**config.mk**
```make
export PLATFORM = sky130hd
export DESIGN_NAME = mfsk_tone_modulator
export DESIGN_NICKNAME = d
export VERILOG_FILES = /design/src/rtl/core/mfsk_pkg.sv /design/src/rtl/core/mfsk_tone_modulator.sv /design/src/rtl/core/mfsk_out_stage.sv
export SDC_FILE = /design/constraint.sdc
export NUM_CORES = 1
export LEC_CHECK = 0
export ABC_AREA = 1
export BUFFER_PORTS_ARGS = -buffer_cell sky130_fd_sc_hd__buf_4
export CORE_MARGIN = 2
export CORE_UTILIZATION = 49
export DETAILED_ROUTE_END_ITERATION = 7
export PLACE_DENSITY = 0.68
export SLEW_MARGIN = 15
export SYNTH_ARGS = -nofsm -noshare
export SYNTH_HDL_FRONTEND = slang
export SYNTH_SLANG_ARGS = --single-unit
export TNS_END_PERCENT = 50
```
**constraint.sdc**
```tcl
create_clock -name clk -period 8.8 [get_ports clk]
set_input_delay 1.76 -clock clk [delete_from_list [all_inputs] [get_ports clk]]
set_output_delay 1.76 -clock clk [all_outputs]
set_load 0.02 [all_outputs]
```
**src/rtl/core/mfsk_pkg.sv**
```systemverilog
// ----------------------------------------------------------------------------
// mfsk_pkg
// shared types and constants for the mfsk tone modulator
// ----------------------------------------------------------------------------
package mfsk_pkg;

  // symbol width codes held in the configuration register
  localparam logic SYM_4BIT = 1'b0;
  localparam logic SYM_2BIT = 1'b1;

  localparam int unsigned PHASE_W = 6;   // phase index into the cosine table
  localparam int unsigned TONE_W  = 5;   // tone multiple, 8..23
  localparam int unsigned SIS_W   = 8;   // sample-in-symbol counter
  localparam int unsigned SIB_W   = 2;   // symbol-in-byte index
  localparam int unsigned BYTE_W  = 8;
  localparam int unsigned SMP_W   = 8;

  localparam logic [TONE_W-1:0]  TONE_BASE = 5'd8;
  // 125 mod 64, all phase arithmetic is mod 64
  localparam logic [PHASE_W-1:0] TONE_STEP = 6'd61;

  // floor(127 + 32*cos(2*pi*k/64)), quarter-wave entries exactly 127
  localparam logic [SMP_W-1:0] COS_TABLE [0:63] = '{
    8'd159, 8'd158, 8'd158, 8'd157, 8'd156, 8'd155, 8'd153, 8'd151,
    8'd149, 8'd147, 8'd144, 8'd142, 8'd139, 8'd136, 8'd133, 8'd130,
    8'd127, 8'd123, 8'd120, 8'd117, 8'd114, 8'd111, 8'd109, 8'd106,
    8'd104, 8'd102, 8'd100, 8'd98,  8'd97,  8'd96,  8'd95,  8'd95,
    8'd95,  8'd95,  8'd95,  8'd96,  8'd97,  8'd98,  8'd100, 8'd102,
    8'd104, 8'd106, 8'd109, 8'd111, 8'd114, 8'd117, 8'd120, 8'd123,
    8'd127, 8'd130, 8'd133, 8'd136, 8'd139, 8'd142, 8'd144, 8'd147,
    8'd149, 8'd151, 8'd153, 8'd155, 8'd156, 8'd157, 8'd158, 8'd158
  };

  // request passed from the phase stage to the output stage
  typedef struct packed {
    logic [PHASE_W-1:0] phase;
    logic               taken;
  } phase_req_t;

endpackage

```
**src/rtl/core/mfsk_tone_modulator.sv**
```systemverilog
// ----------------------------------------------------------------------------
// mfsk_tone_modulator
// mfsk audio tone generator, one 8-bit sample per input request
// ----------------------------------------------------------------------------
//  channel  direction  payload
//  in_      slave      tdata[7:0] data_byte, tuser[0] message_start
//  out_     master     tdata[7:0] sample,    tuser[0] byte_taken
//  cfg_     slave      data[0] two_bit_symbols, always ready
//
//  one request per cycle sustained while out_ does not stall
//  the symbol counters and phase index update in the cycle a request is taken;
//  the phase register and the result register form a two-deep pipeline
//  a stall on out_ backs up through both stages, in_tready drops only when
//  both hold data; synchronous active-low reset clears counters and mode
// ----------------------------------------------------------------------------
module mfsk_tone_modulator
  import mfsk_pkg::*;
#(
  parameter int unsigned SAMPLES_PER_SYMBOL = 160
) (
  input  logic              clk,
  input  logic              rst_n,
  // input requests
  input  logic              in_tvalid,
  output logic              in_tready,
  input  logic [BYTE_W-1:0] in_tdata,   // [7:0] data_byte
  input  logic              in_tuser,   // [0] message_start
  // result requests
  output logic              out_tvalid,
  input  logic              out_tready,
  output logic [SMP_W-1:0]  out_tdata,  // [7:0] sample
  output logic              out_tuser,  // [0] byte_taken
  // configuration
  input  logic              cfg_valid,
  output logic              cfg_ready,
  input  logic              cfg_data    // [0] two_bit_symbols
);

  localparam logic [SIS_W-1:0] SPS = SIS_W'(SAMPLES_PER_SYMBOL);

  logic               mode_r, mode_nxt;
  logic [PHASE_W-1:0] pcount_r, pcount_nxt;
  logic [SIS_W-1:0]   sis_r, sis_nxt;
  logic [SIB_W-1:0]   sib_r, sib_nxt;
  logic [BYTE_W-1:0]  hbyte_r, hbyte_nxt;

  logic               s1_valid_r, s1_valid_nxt;
  phase_req_t         s1_req_r, s1_req_nxt;
  logic               s2_ready;

  // working values for the request being taken
  logic               accept;
  logic [PHASE_W-1:0] pc_cur;
  logic [SIS_W-1:0]   sis_cur, sis_inc;
  logic [SIB_W-1:0]   sib_cur, sib_inc;
  logic               take;
  logic [BYTE_W-1:0]  hb_cur;
  logic [1:0]         sym2;
  logic [3:0]         sym4;
  logic [TONE_W-1:0]  tone;
  logic [PHASE_W-1:0] tone6, n_cur, tone_off, phase;

  assign cfg_ready = 1'b1;
  assign in_tready = !s1_valid_r || s2_ready;
  assign accept    = in_tvalid && in_tready;

  always_comb begin
    // message start restarts the byte period and the sample number
    pc_cur  = in_tuser ? '0 : pcount_r;
    sis_cur = in_tuser ? '0 : sis_r;
    sib_cur = in_tuser ? '0 : sib_r;
    take    = (sis_cur == '0) && (sib_cur == '0);
    hb_cur  = take ? in_tdata : hbyte_r;

    // symbols go out most significant bits first
    case (sib_cur)
      2'd0:    sym2 = hb_cur[7:6];
      2'd1:    sym2 = hb_cur[5:4];
      2'd2:    sym2 = hb_cur[3:2];
      default: sym2 = hb_cur[1:0];
    endcase
    // in 4-bit mode an odd index picks the low nibble
    sym4 = sib_cur[0] ? hb_cur[3:0] : hb_cur[7:4];

    if (mode_r == SYM_2BIT) begin
      tone = TONE_BASE + {1'b0, sym2, 2'b00};
    end else begin
      tone = TONE_BASE + {1'b0, sym4};
    end

    // k = m*(125m + n) mod 64, only the low six bits are ever needed
    n_cur    = pc_cur + 6'd1;
    tone6    = {1'b0, tone};
    tone_off = PHASE_W'(tone6 * TONE_STEP) + n_cur;
    phase    = PHASE_W'(tone6 * tone_off);

    // counter advance
    sis_inc = sis_cur + 8'd1;
    sib_inc = sib_cur + 2'd1;
  end

  always_comb begin
    mode_nxt   = mode_r;
    pcount_nxt = pcount_r;
    sis_nxt    = sis_r;
    sib_nxt    = sib_r;
    hbyte_nxt  = hbyte_r;

    if (cfg_valid && cfg_ready) begin
      mode_nxt = cfg_data;
    end

    if (accept) begin
      pcount_nxt = n_cur;
      hbyte_nxt  = hb_cur;
      if (sis_inc >= SPS) begin
        sis_nxt = '0;
        // 4-bit mode carries two symbols a byte, 2-bit mode four
        if (mode_r == SYM_4BIT && sib_inc >= 2'd2) begin
          sib_nxt = '0;
        end else begin
          sib_nxt = sib_inc;
        end
      end else begin
        sis_nxt = sis_inc;
        sib_nxt = sib_cur;
      end
    end
  end

  // phase stage
  always_comb begin
    s1_valid_nxt = s1_valid_r;
    s1_req_nxt   = s1_req_r;
    if (in_tready) begin
      s1_valid_nxt     = accept;
      s1_req_nxt.phase = phase;
      s1_req_nxt.taken = take;
    end
  end

  always_ff @(posedge clk) begin
    if (!rst_n) begin
      mode_r     <= SYM_4BIT;
      pcount_r   <= '0;
      sis_r      <= '0;
      sib_r      <= '0;
      hbyte_r    <= '0;
      s1_valid_r <= 1'b0;
    end else begin
      mode_r     <= mode_nxt;
      pcount_r   <= pcount_nxt;
      sis_r      <= sis_nxt;
      sib_r      <= sib_nxt;
      hbyte_r    <= hbyte_nxt;
      s1_valid_r <= s1_valid_nxt;
    end
    s1_req_r <= s1_req_nxt;
  end

  // table lookup and result register
  mfsk_out_stage u_out_stage (
    .clk        (clk),
    .rst_n      (rst_n),
    .req_valid  (s1_valid_r),
    .req        (s1_req_r),
    .req_ready  (s2_ready),
    .out_tvalid (out_tvalid),
    .out_tready (out_tready),
    .out_tdata  (out_tdata),
    .out_tuser  (out_tuser)
  );

endmodule

```
**src/rtl/core/mfsk_out_stage.sv**
```systemverilog
// ----------------------------------------------------------------------------
// mfsk_out_stage
// cosine table lookup into the registered result stage
// ----------------------------------------------------------------------------
module mfsk_out_stage
  import mfsk_pkg::*;
(
  input  logic             clk,
  input  logic             rst_n,
  input  logic             req_valid,
  input  phase_req_t       req,
  output logic             req_ready,
  output logic             out_tvalid,
  input  logic             out_tready,
  output logic [SMP_W-1:0] out_tdata,
  output logic             out_tuser
);

  logic             valid_r, valid_nxt;
  logic [SMP_W-1:0] sample_r, sample_nxt;
  logic             taken_r, taken_nxt;

  assign req_ready = !valid_r || out_tready;

  always_comb begin
    valid_nxt  = valid_r;
    sample_nxt = sample_r;
    taken_nxt  = taken_r;
    if (req_ready) begin
      valid_nxt  = req_valid;
      sample_nxt = COS_TABLE[req.phase];
      taken_nxt  = req.taken;
    end
  end

  always_ff @(posedge clk) begin
    if (!rst_n) begin
      valid_r <= 1'b0;
    end else begin
      valid_r <= valid_nxt;
    end
    sample_r <= sample_nxt;
    taken_r  <= taken_nxt;
  end

  assign out_tvalid = valid_r;
  assign out_tdata  = sample_r;
  assign out_tuser  = taken_r;

endmodule

```
# ---- Word-level counts from Yosys, hierarchy flattened
# Memories as Yosys holds them, arrays and structs flattened. A register that Yosys moved wholly into a read port is not among the register bits.
# Index checks and enable logic that the tools add are counted.
dict set report word_totals {
  rom_bits 512
  input_bits 15
  wordCells 44
  reg_bits 35
  memories 1
}
dict set report op_classes {
  eq_ne 2
  n_bitwise 2
  mul 2
  reduce_logical 9
  addsub 6
  mux 10
  magnitude_cmp 2
}
# memory words word_bits rd rd_clocked_by_memory_dff wr line_no
set mem_list {}
lappend mem_list {{(no name shown)} 64 8 1 1 0 mfsk_out_stage.sv:31} ;# sample_nxt = COS_TABLE[req.phase];
# operator count
set ops {}
lappend ops {{2-to-1 mux 8 bit} 3}
lappend ops {{adder 4 x 4 -> 5 bit, first input constant} 2}
lappend ops {{adder 8 x 1 -> 8 bit, second input constant} 1}
lappend ops {{greater-or-equal comparator 8 bit, second input constant} 1}
lappend ops {{zero test 8 bit} 1}
lappend ops {{NOT 6 -> 7 bit} 1}
lappend ops {{adder 6 x 1 -> 6 bit, second input constant} 1}
lappend ops {{adder 6 bit} 1}
lappend ops {{multiplier 5 x 6 -> 6 bit} 1}
lappend ops {{multiplier 6 x 3 -> 6 bit, second input constant} 1}
lappend ops {{2-to-1 mux 2 bit} 3}
lappend ops {{2-to-1 mux 6 bit} 1}
lappend ops {{one-hot mux 2 bit (3 select lines)} 1}
lappend ops {{2-to-1 mux 5 bit} 1}
lappend ops {{2-to-1 mux 4 bit} 1}
lappend ops {{logical AND 1 bit} 3}
lappend ops {{adder 2 x 1 -> 2 bit, second input constant} 1}
lappend ops {{equality test 2 x 1 -> 1 bit, second input constant} 1}
lappend ops {{equality test 2 bit, second input constant} 1}
lappend ops {{greater-or-equal comparator 2 bit, second input constant} 1}
lappend ops {{zero test 1 bit} 2}
lappend ops {{zero test 2 bit} 1}
lappend ops {{logical OR 1 bit} 2}
lappend ops {{NOT 1 bit} 1}

# ---- Depth between registers and ports, before layout
dict set report depth {
  ltp_word 10
  mapped_depth 40
  mapped_depth_nobuf 40
}

# ---- By module
# Synthesis repeated with hierarchy kept, for this count alone.
dict set report hier_totals {
  cells_unflattened 539
  area_unflattened_um2 3812.4
}
# mod area_per_inst_um2 seq_area_each_um2 instances cells_per_inst
set modules_own_cells {}
lappend modules_own_cells {mfsk_tone_modulator 2850.2 730.7 1 391}
lappend modules_own_cells {mfsk_out_stage 962.2 290.3 1 148}

# ---- Worst setup path after synthesis
# Ideal clock, no wire load.
dict set report synth_timing {
  kind {in2reg}
  start {input port in_tuser}
  end {register s1_req_r[6] in the netlist's numbering, data pin}
  stages 37
  arrival_time_ns 7.075
  slack_ns 1.476
  path_cell_list {buf_6 -> nor2_2 -> inv_2 -> ha_1 -> nand2_1 -> inv_1 -> nand2_2 -> nor2_8 -> nand2_4 -> nand2_1 -> nand2_1 -> nand2_1 -> nand2_1 -> inv_1 -> nand2_2 -> nand2_4 -> ha_1 -> fa_1 -> ha_1 -> fa_1 -> nand2_1 -> fa_1 -> fa_1 -> inv_1 -> ha_1 -> nand2_1 -> nand2_1 -> a31oi_1 -> inv_1 -> nand3_2 -> nand2_1 -> inv_1 -> nand2_1 -> nand2_1 -> nand3_1 -> nand2_1 -> inv_1}
}
dict set report synth_between {
  elab_chain_cells 10
}
# item line_no
set synth_rtl {}
lappend synth_rtl {{start, declared} mfsk_tone_modulator.sv:27} ;# input logic in_tuser,
lappend synth_rtl {{2-to-1 mux 8 bit / 2-to-1 mux 2 bit (equally long branches)} {mfsk_tone_modulator.sv:70, mfsk_tone_modulator.sv:71}}
lappend synth_rtl {{zero test 8 bit / zero test 2 bit (equally long branches)} {mfsk_tone_modulator.sv:72, mfsk_tone_modulator.sv:76}}
lappend synth_rtl {{logical AND 1 bit} mfsk_tone_modulator.sv:72} ;# take = (sis_cur == '0) && (sib_cur == '0);
lappend synth_rtl {{2-to-1 mux 8 bit} mfsk_tone_modulator.sv:73} ;# hb_cur = take ? in_tdata : hbyte_r;
lappend synth_rtl {{one-hot mux 2 bit (3 select lines) / 2-to-1 mux 4 bit (equally long branches)} {mfsk_tone_modulator.sv:76, mfsk_tone_modulator.sv:83}}
lappend synth_rtl {{adder 4 x 4 -> 5 bit (on tied branches)} {mfsk_tone_modulator.sv:86, mfsk_tone_modulator.sv:88}}
lappend synth_rtl {{2-to-1 mux 5 bit} mfsk_tone_modulator.sv:85} ;# if (mode_r == SYM_2BIT) begin
lappend synth_rtl {{multiplier 6 x 3 -> 6 bit} mfsk_tone_modulator.sv:94} ;# tone_off = PHASE_W'(tone6 * TONE_STEP) + n_cur;
lappend synth_rtl {{adder 6 bit} mfsk_tone_modulator.sv:94}
lappend synth_rtl {{multiplier 5 x 6 -> 6 bit *} mfsk_tone_modulator.sv:95} ;# phase = PHASE_W'(tone6 * tone_off);
lappend synth_rtl {{via phase[5]} mfsk_tone_modulator.sv:61} ;# logic [PHASE_W-1:0] tone6, n_cur, tone_off, phase;
lappend synth_rtl {{end signal, assigned} mfsk_tone_modulator.sv:158} ;# s1_req_r <= s1_req_nxt;
lappend synth_rtl {{end, declared} mfsk_tone_modulator.sv:48} ;# phase_req_t s1_req_r, s1_req_nxt;
# Mark *: on every way through the listed nets, which the timed path passes. The rest lies on a longest branch.
# A chain may end at the register's enable or synchronous reset.

# ---- Worst setup path in the final report
# Same ends and word-level chain as after synthesis.

==> out/qor.yml <==
logic_synthesis:
  syn_inst: 520
  synth_edf_count: 16
  synth_flop_cell: "dfxtp_1"
  synth_nets: 576
  synth_cell_types: 42
  ys.warnings.count: 0
  synth_top_area_share_pct: 14.7
  synth_common_cells: "98 x nand2_1, 92 x inv_1, 51 x nor2_1, 42 x nand3_1, 38 x o21ai_0"
  syn_area_mm2: 0.00368
  yosysMostFrequentCell: "nand2_1"
  ys_ff_latch: 43
  netlist_top_cells_area: "dfxtp_1 15%, edfxtp_1 13%, ha_1 11%, nand2_1 10%, inv_1 9.4%"
  yosysTopAreaCell: "dfxtp_1"
  async_flop_share_pct: 0
  synth.yosys.seq_area_share_pct: 27.7
  syn_avg_cell_area_um2: 7.09
min_path:
  hold_class: "reg -> reg"
setup_path:
  end_kind: "flop"
  start_kind: "input pin"
  crit_required_ns: 8.87
  criticalPathCategory: "in -> reg"
  cpMaxStageDelayCell: "fa_1"
  max_stage_delay_ns: 0.61
  crit_fanout: 10
  cp_common_cell: "nand2_1"
  path_delay_family: "adder cells"
  ff2ff_setup_slack_ns: 2.63
  critPathArrivalTime_ns: 7.55
  path_buf_inv: 8
global_routing:
  grt_max_degree: 28
  grt_pass1_vias: 3077
  gr-usage-all-layers_pct: 20.3
  grt-ovfl-total: 0
  antenna_found_initial: 0
  grt_pass1_wl_mm: 13.7
cells_and_area:
  finalCoreUtilization_pct: 55.4
  fillCellCount: 673
  fin_nets: 594
  diodes: 0
  multi_input_area_mm2: 0.00223
  regArea_mm2: 0.00102
  drive_gt1_share_pct: 11.1
  synthToLayoutAreaGrowth_pct: 9.03
sta:
  hold_viol_final: 0
  rsz0062_at_grt: "false"
  max_slew_margin_pct: 45.4
  hold_slack_ns: 0.436
  finalWorstSetupSlack_ns: 1.32
  setup_tns_ns: 0
  period_share_pct: 85.0
  max_freq_ghz: 0.134
  finClkSkew_ns: 0.00744
  max_slew.worst_pin.slew_ns: 0.816
  fin_crit_ns: 7.48
  report.final.setup_viol: 0
  slew_viol_final: 0
run_status:
  status: "finished clean"
cts:
  ctsLongestPathBuffers: 2
  cts_root_buffer: "clkbuf_8"
  clk_pin_slew_ns: 0.09
  insertion_delay_ns: 0.30
  cts.repair.resized: 0
  htreeDepth: 2
  postCtsSetupBuffers: 0
  clock_sinks: 43
  cts_tree: "built"
  hold_buffers: 0
  cts-buffers-inserted: 5
drt:
  detail_route.wirelength_mm: 8.08
  drt_iter0_markers: 176
  routedWlPerCell_um: 12.7
  ant_nets: 0
  avgViaCountPerCell: 5.23
  drc_errors: 0
  drtPass1Iterations: 5
  vias: 3334
pwr:
  p_per_area_mw_per_mm2: 259
  irDropWorstVdd_v: 0.000142
  power.leakage_nw: 2.04
  totalPowerFinal_w: 0.00104
floorplanning:
  start_util_pct: 50.8
  design.die.area_mm2: 0.00823
  fp.dieW_um: 90.7
  core-area_mm2: 0.00725
  row_count: 31
  die_h_um: 90.7
  pin_count: 27
placement:
  place_worst_setup_slack_ns: 1.02
  hpwl_mm: 6.22
  portBuffers: 25
  gp_congestion: 0.909
flow_run:
  cap_violations: 0
[report_power, final]
group / internal (W) / total [W] / switching (W)
combinational: 0.000229 / 0.000597 / 0.000368
clock: 0.0000556 / 0.000128 / 0.0000724
sequential: 0.000270 / 0.000313 / 0.0000430
total: 0.000555 / 0.00104 / 0.000483
[layer usage]
metal | up-vias | part of all wire [%] | global-route usage, %
met1 | 1492 | 47 | 27.1
met2 | 107 | 45 | 33.8
li1 | 1717 | - | -
met4 | 0 | 1.9 | 6.54
met3 | 18 | 6.1 | 2.92
met5 | - | 0 | 0
[sequential cells by signal, indices dropped and copies added, names as in the netlist]
signal,flops
hbyte_r,8
mode_r,1
pcount_r,6
s1_req_r,7
s1_valid_r,1
sib_r,2
sis_r,8
u_out_stage.out_tdata,8
u_out_stage.out_tuser,1
u_out_stage.out_tvalid,1
[final cells by class]
| type | instances | area share, % |
|---|---|---|
| Timing Repair Buffer | 25 | 4.67 |
| Clock buffer | 6 | 1.81 |
| Clock inverter | 2 | 0.311 |
| Sequential cell | 43 | 25.4 |
| Tap cell | 99 | 3.08 |
| Multi-Input combinational cell | 367 | 55.6 |
| Inverter | 96 | 9.16 |
[metrics by stage]
step / cell area (um^2) / instances
floorplan: 3680 / 520
global placement: 3930 / 630
detailed placement: 3930 / 630
CTS: 4020 / 638
global route: 4020 / 638
finish: 4020 / 638
[cell usage in the layout (no fill, tap or decap), types with 2 or more instances in the layout]
cell	synthesis	routed
a21oi_1	31	31
a31oi_1	2	2
and2_1	2	2
buf_4	1	25
clkbuf_8	0	5
clkinv_1	2	2
dfxtp_1	27	27
edfxtp_1	16	16
fa_1	8	8
ha_1	33	33
inv_1	92	92
nand2_1	98	98
nand2_2	10	10
nand2_4	4	4
nand3_1	42	42
nand3_2	4	4
nand3b_1	2	2
nand4_1	5	5
nor2_1	51	51
nor2_2	3	3
nor3_1	2	2
o2111ai_1	2	2
o211ai_1	5	5
o21ai_0	38	38
o221ai_1	5	5
xnor2_1	2	2
xor2_1	6	6
[worst paths after layout]
kind | endpoint | depth (start not counted) | start
hold / removal | u_out_stage.out_tuser | 0 | s1_req_r[0]
setup / recovery | s1_req_r[6] | 35 | in_tuser
hold reg to reg | u_out_stage.out_tuser | 0 | s1_req_r[0]
setup reg to reg | s1_req_r[6] | 35 | sib_r[0]
[worst reg2reg max path, delay by kind of cell (launching register included)]
kind,cells,cell delay [ns]
compound gates,1,0.18
fa+ha+maj,8,3.30
buf+inv,8,0.55
flops,1,0.31
simple gates,18,1.60
[kinds of logic after synthesis]
logic type / share of synthesized area, %
adder cells (fa/ha/maj): 15.6
buffers and inverters: 11.7
other: 0.102
XOR/XNOR: 1.90
AO/OA/AOI/OAI: 14.2
AND/OR/NAND/NOR: 28.6
flip-flops: 27.7
multiplexers: 0.272
Note: power is estimated with default switching activity, not from simulation.
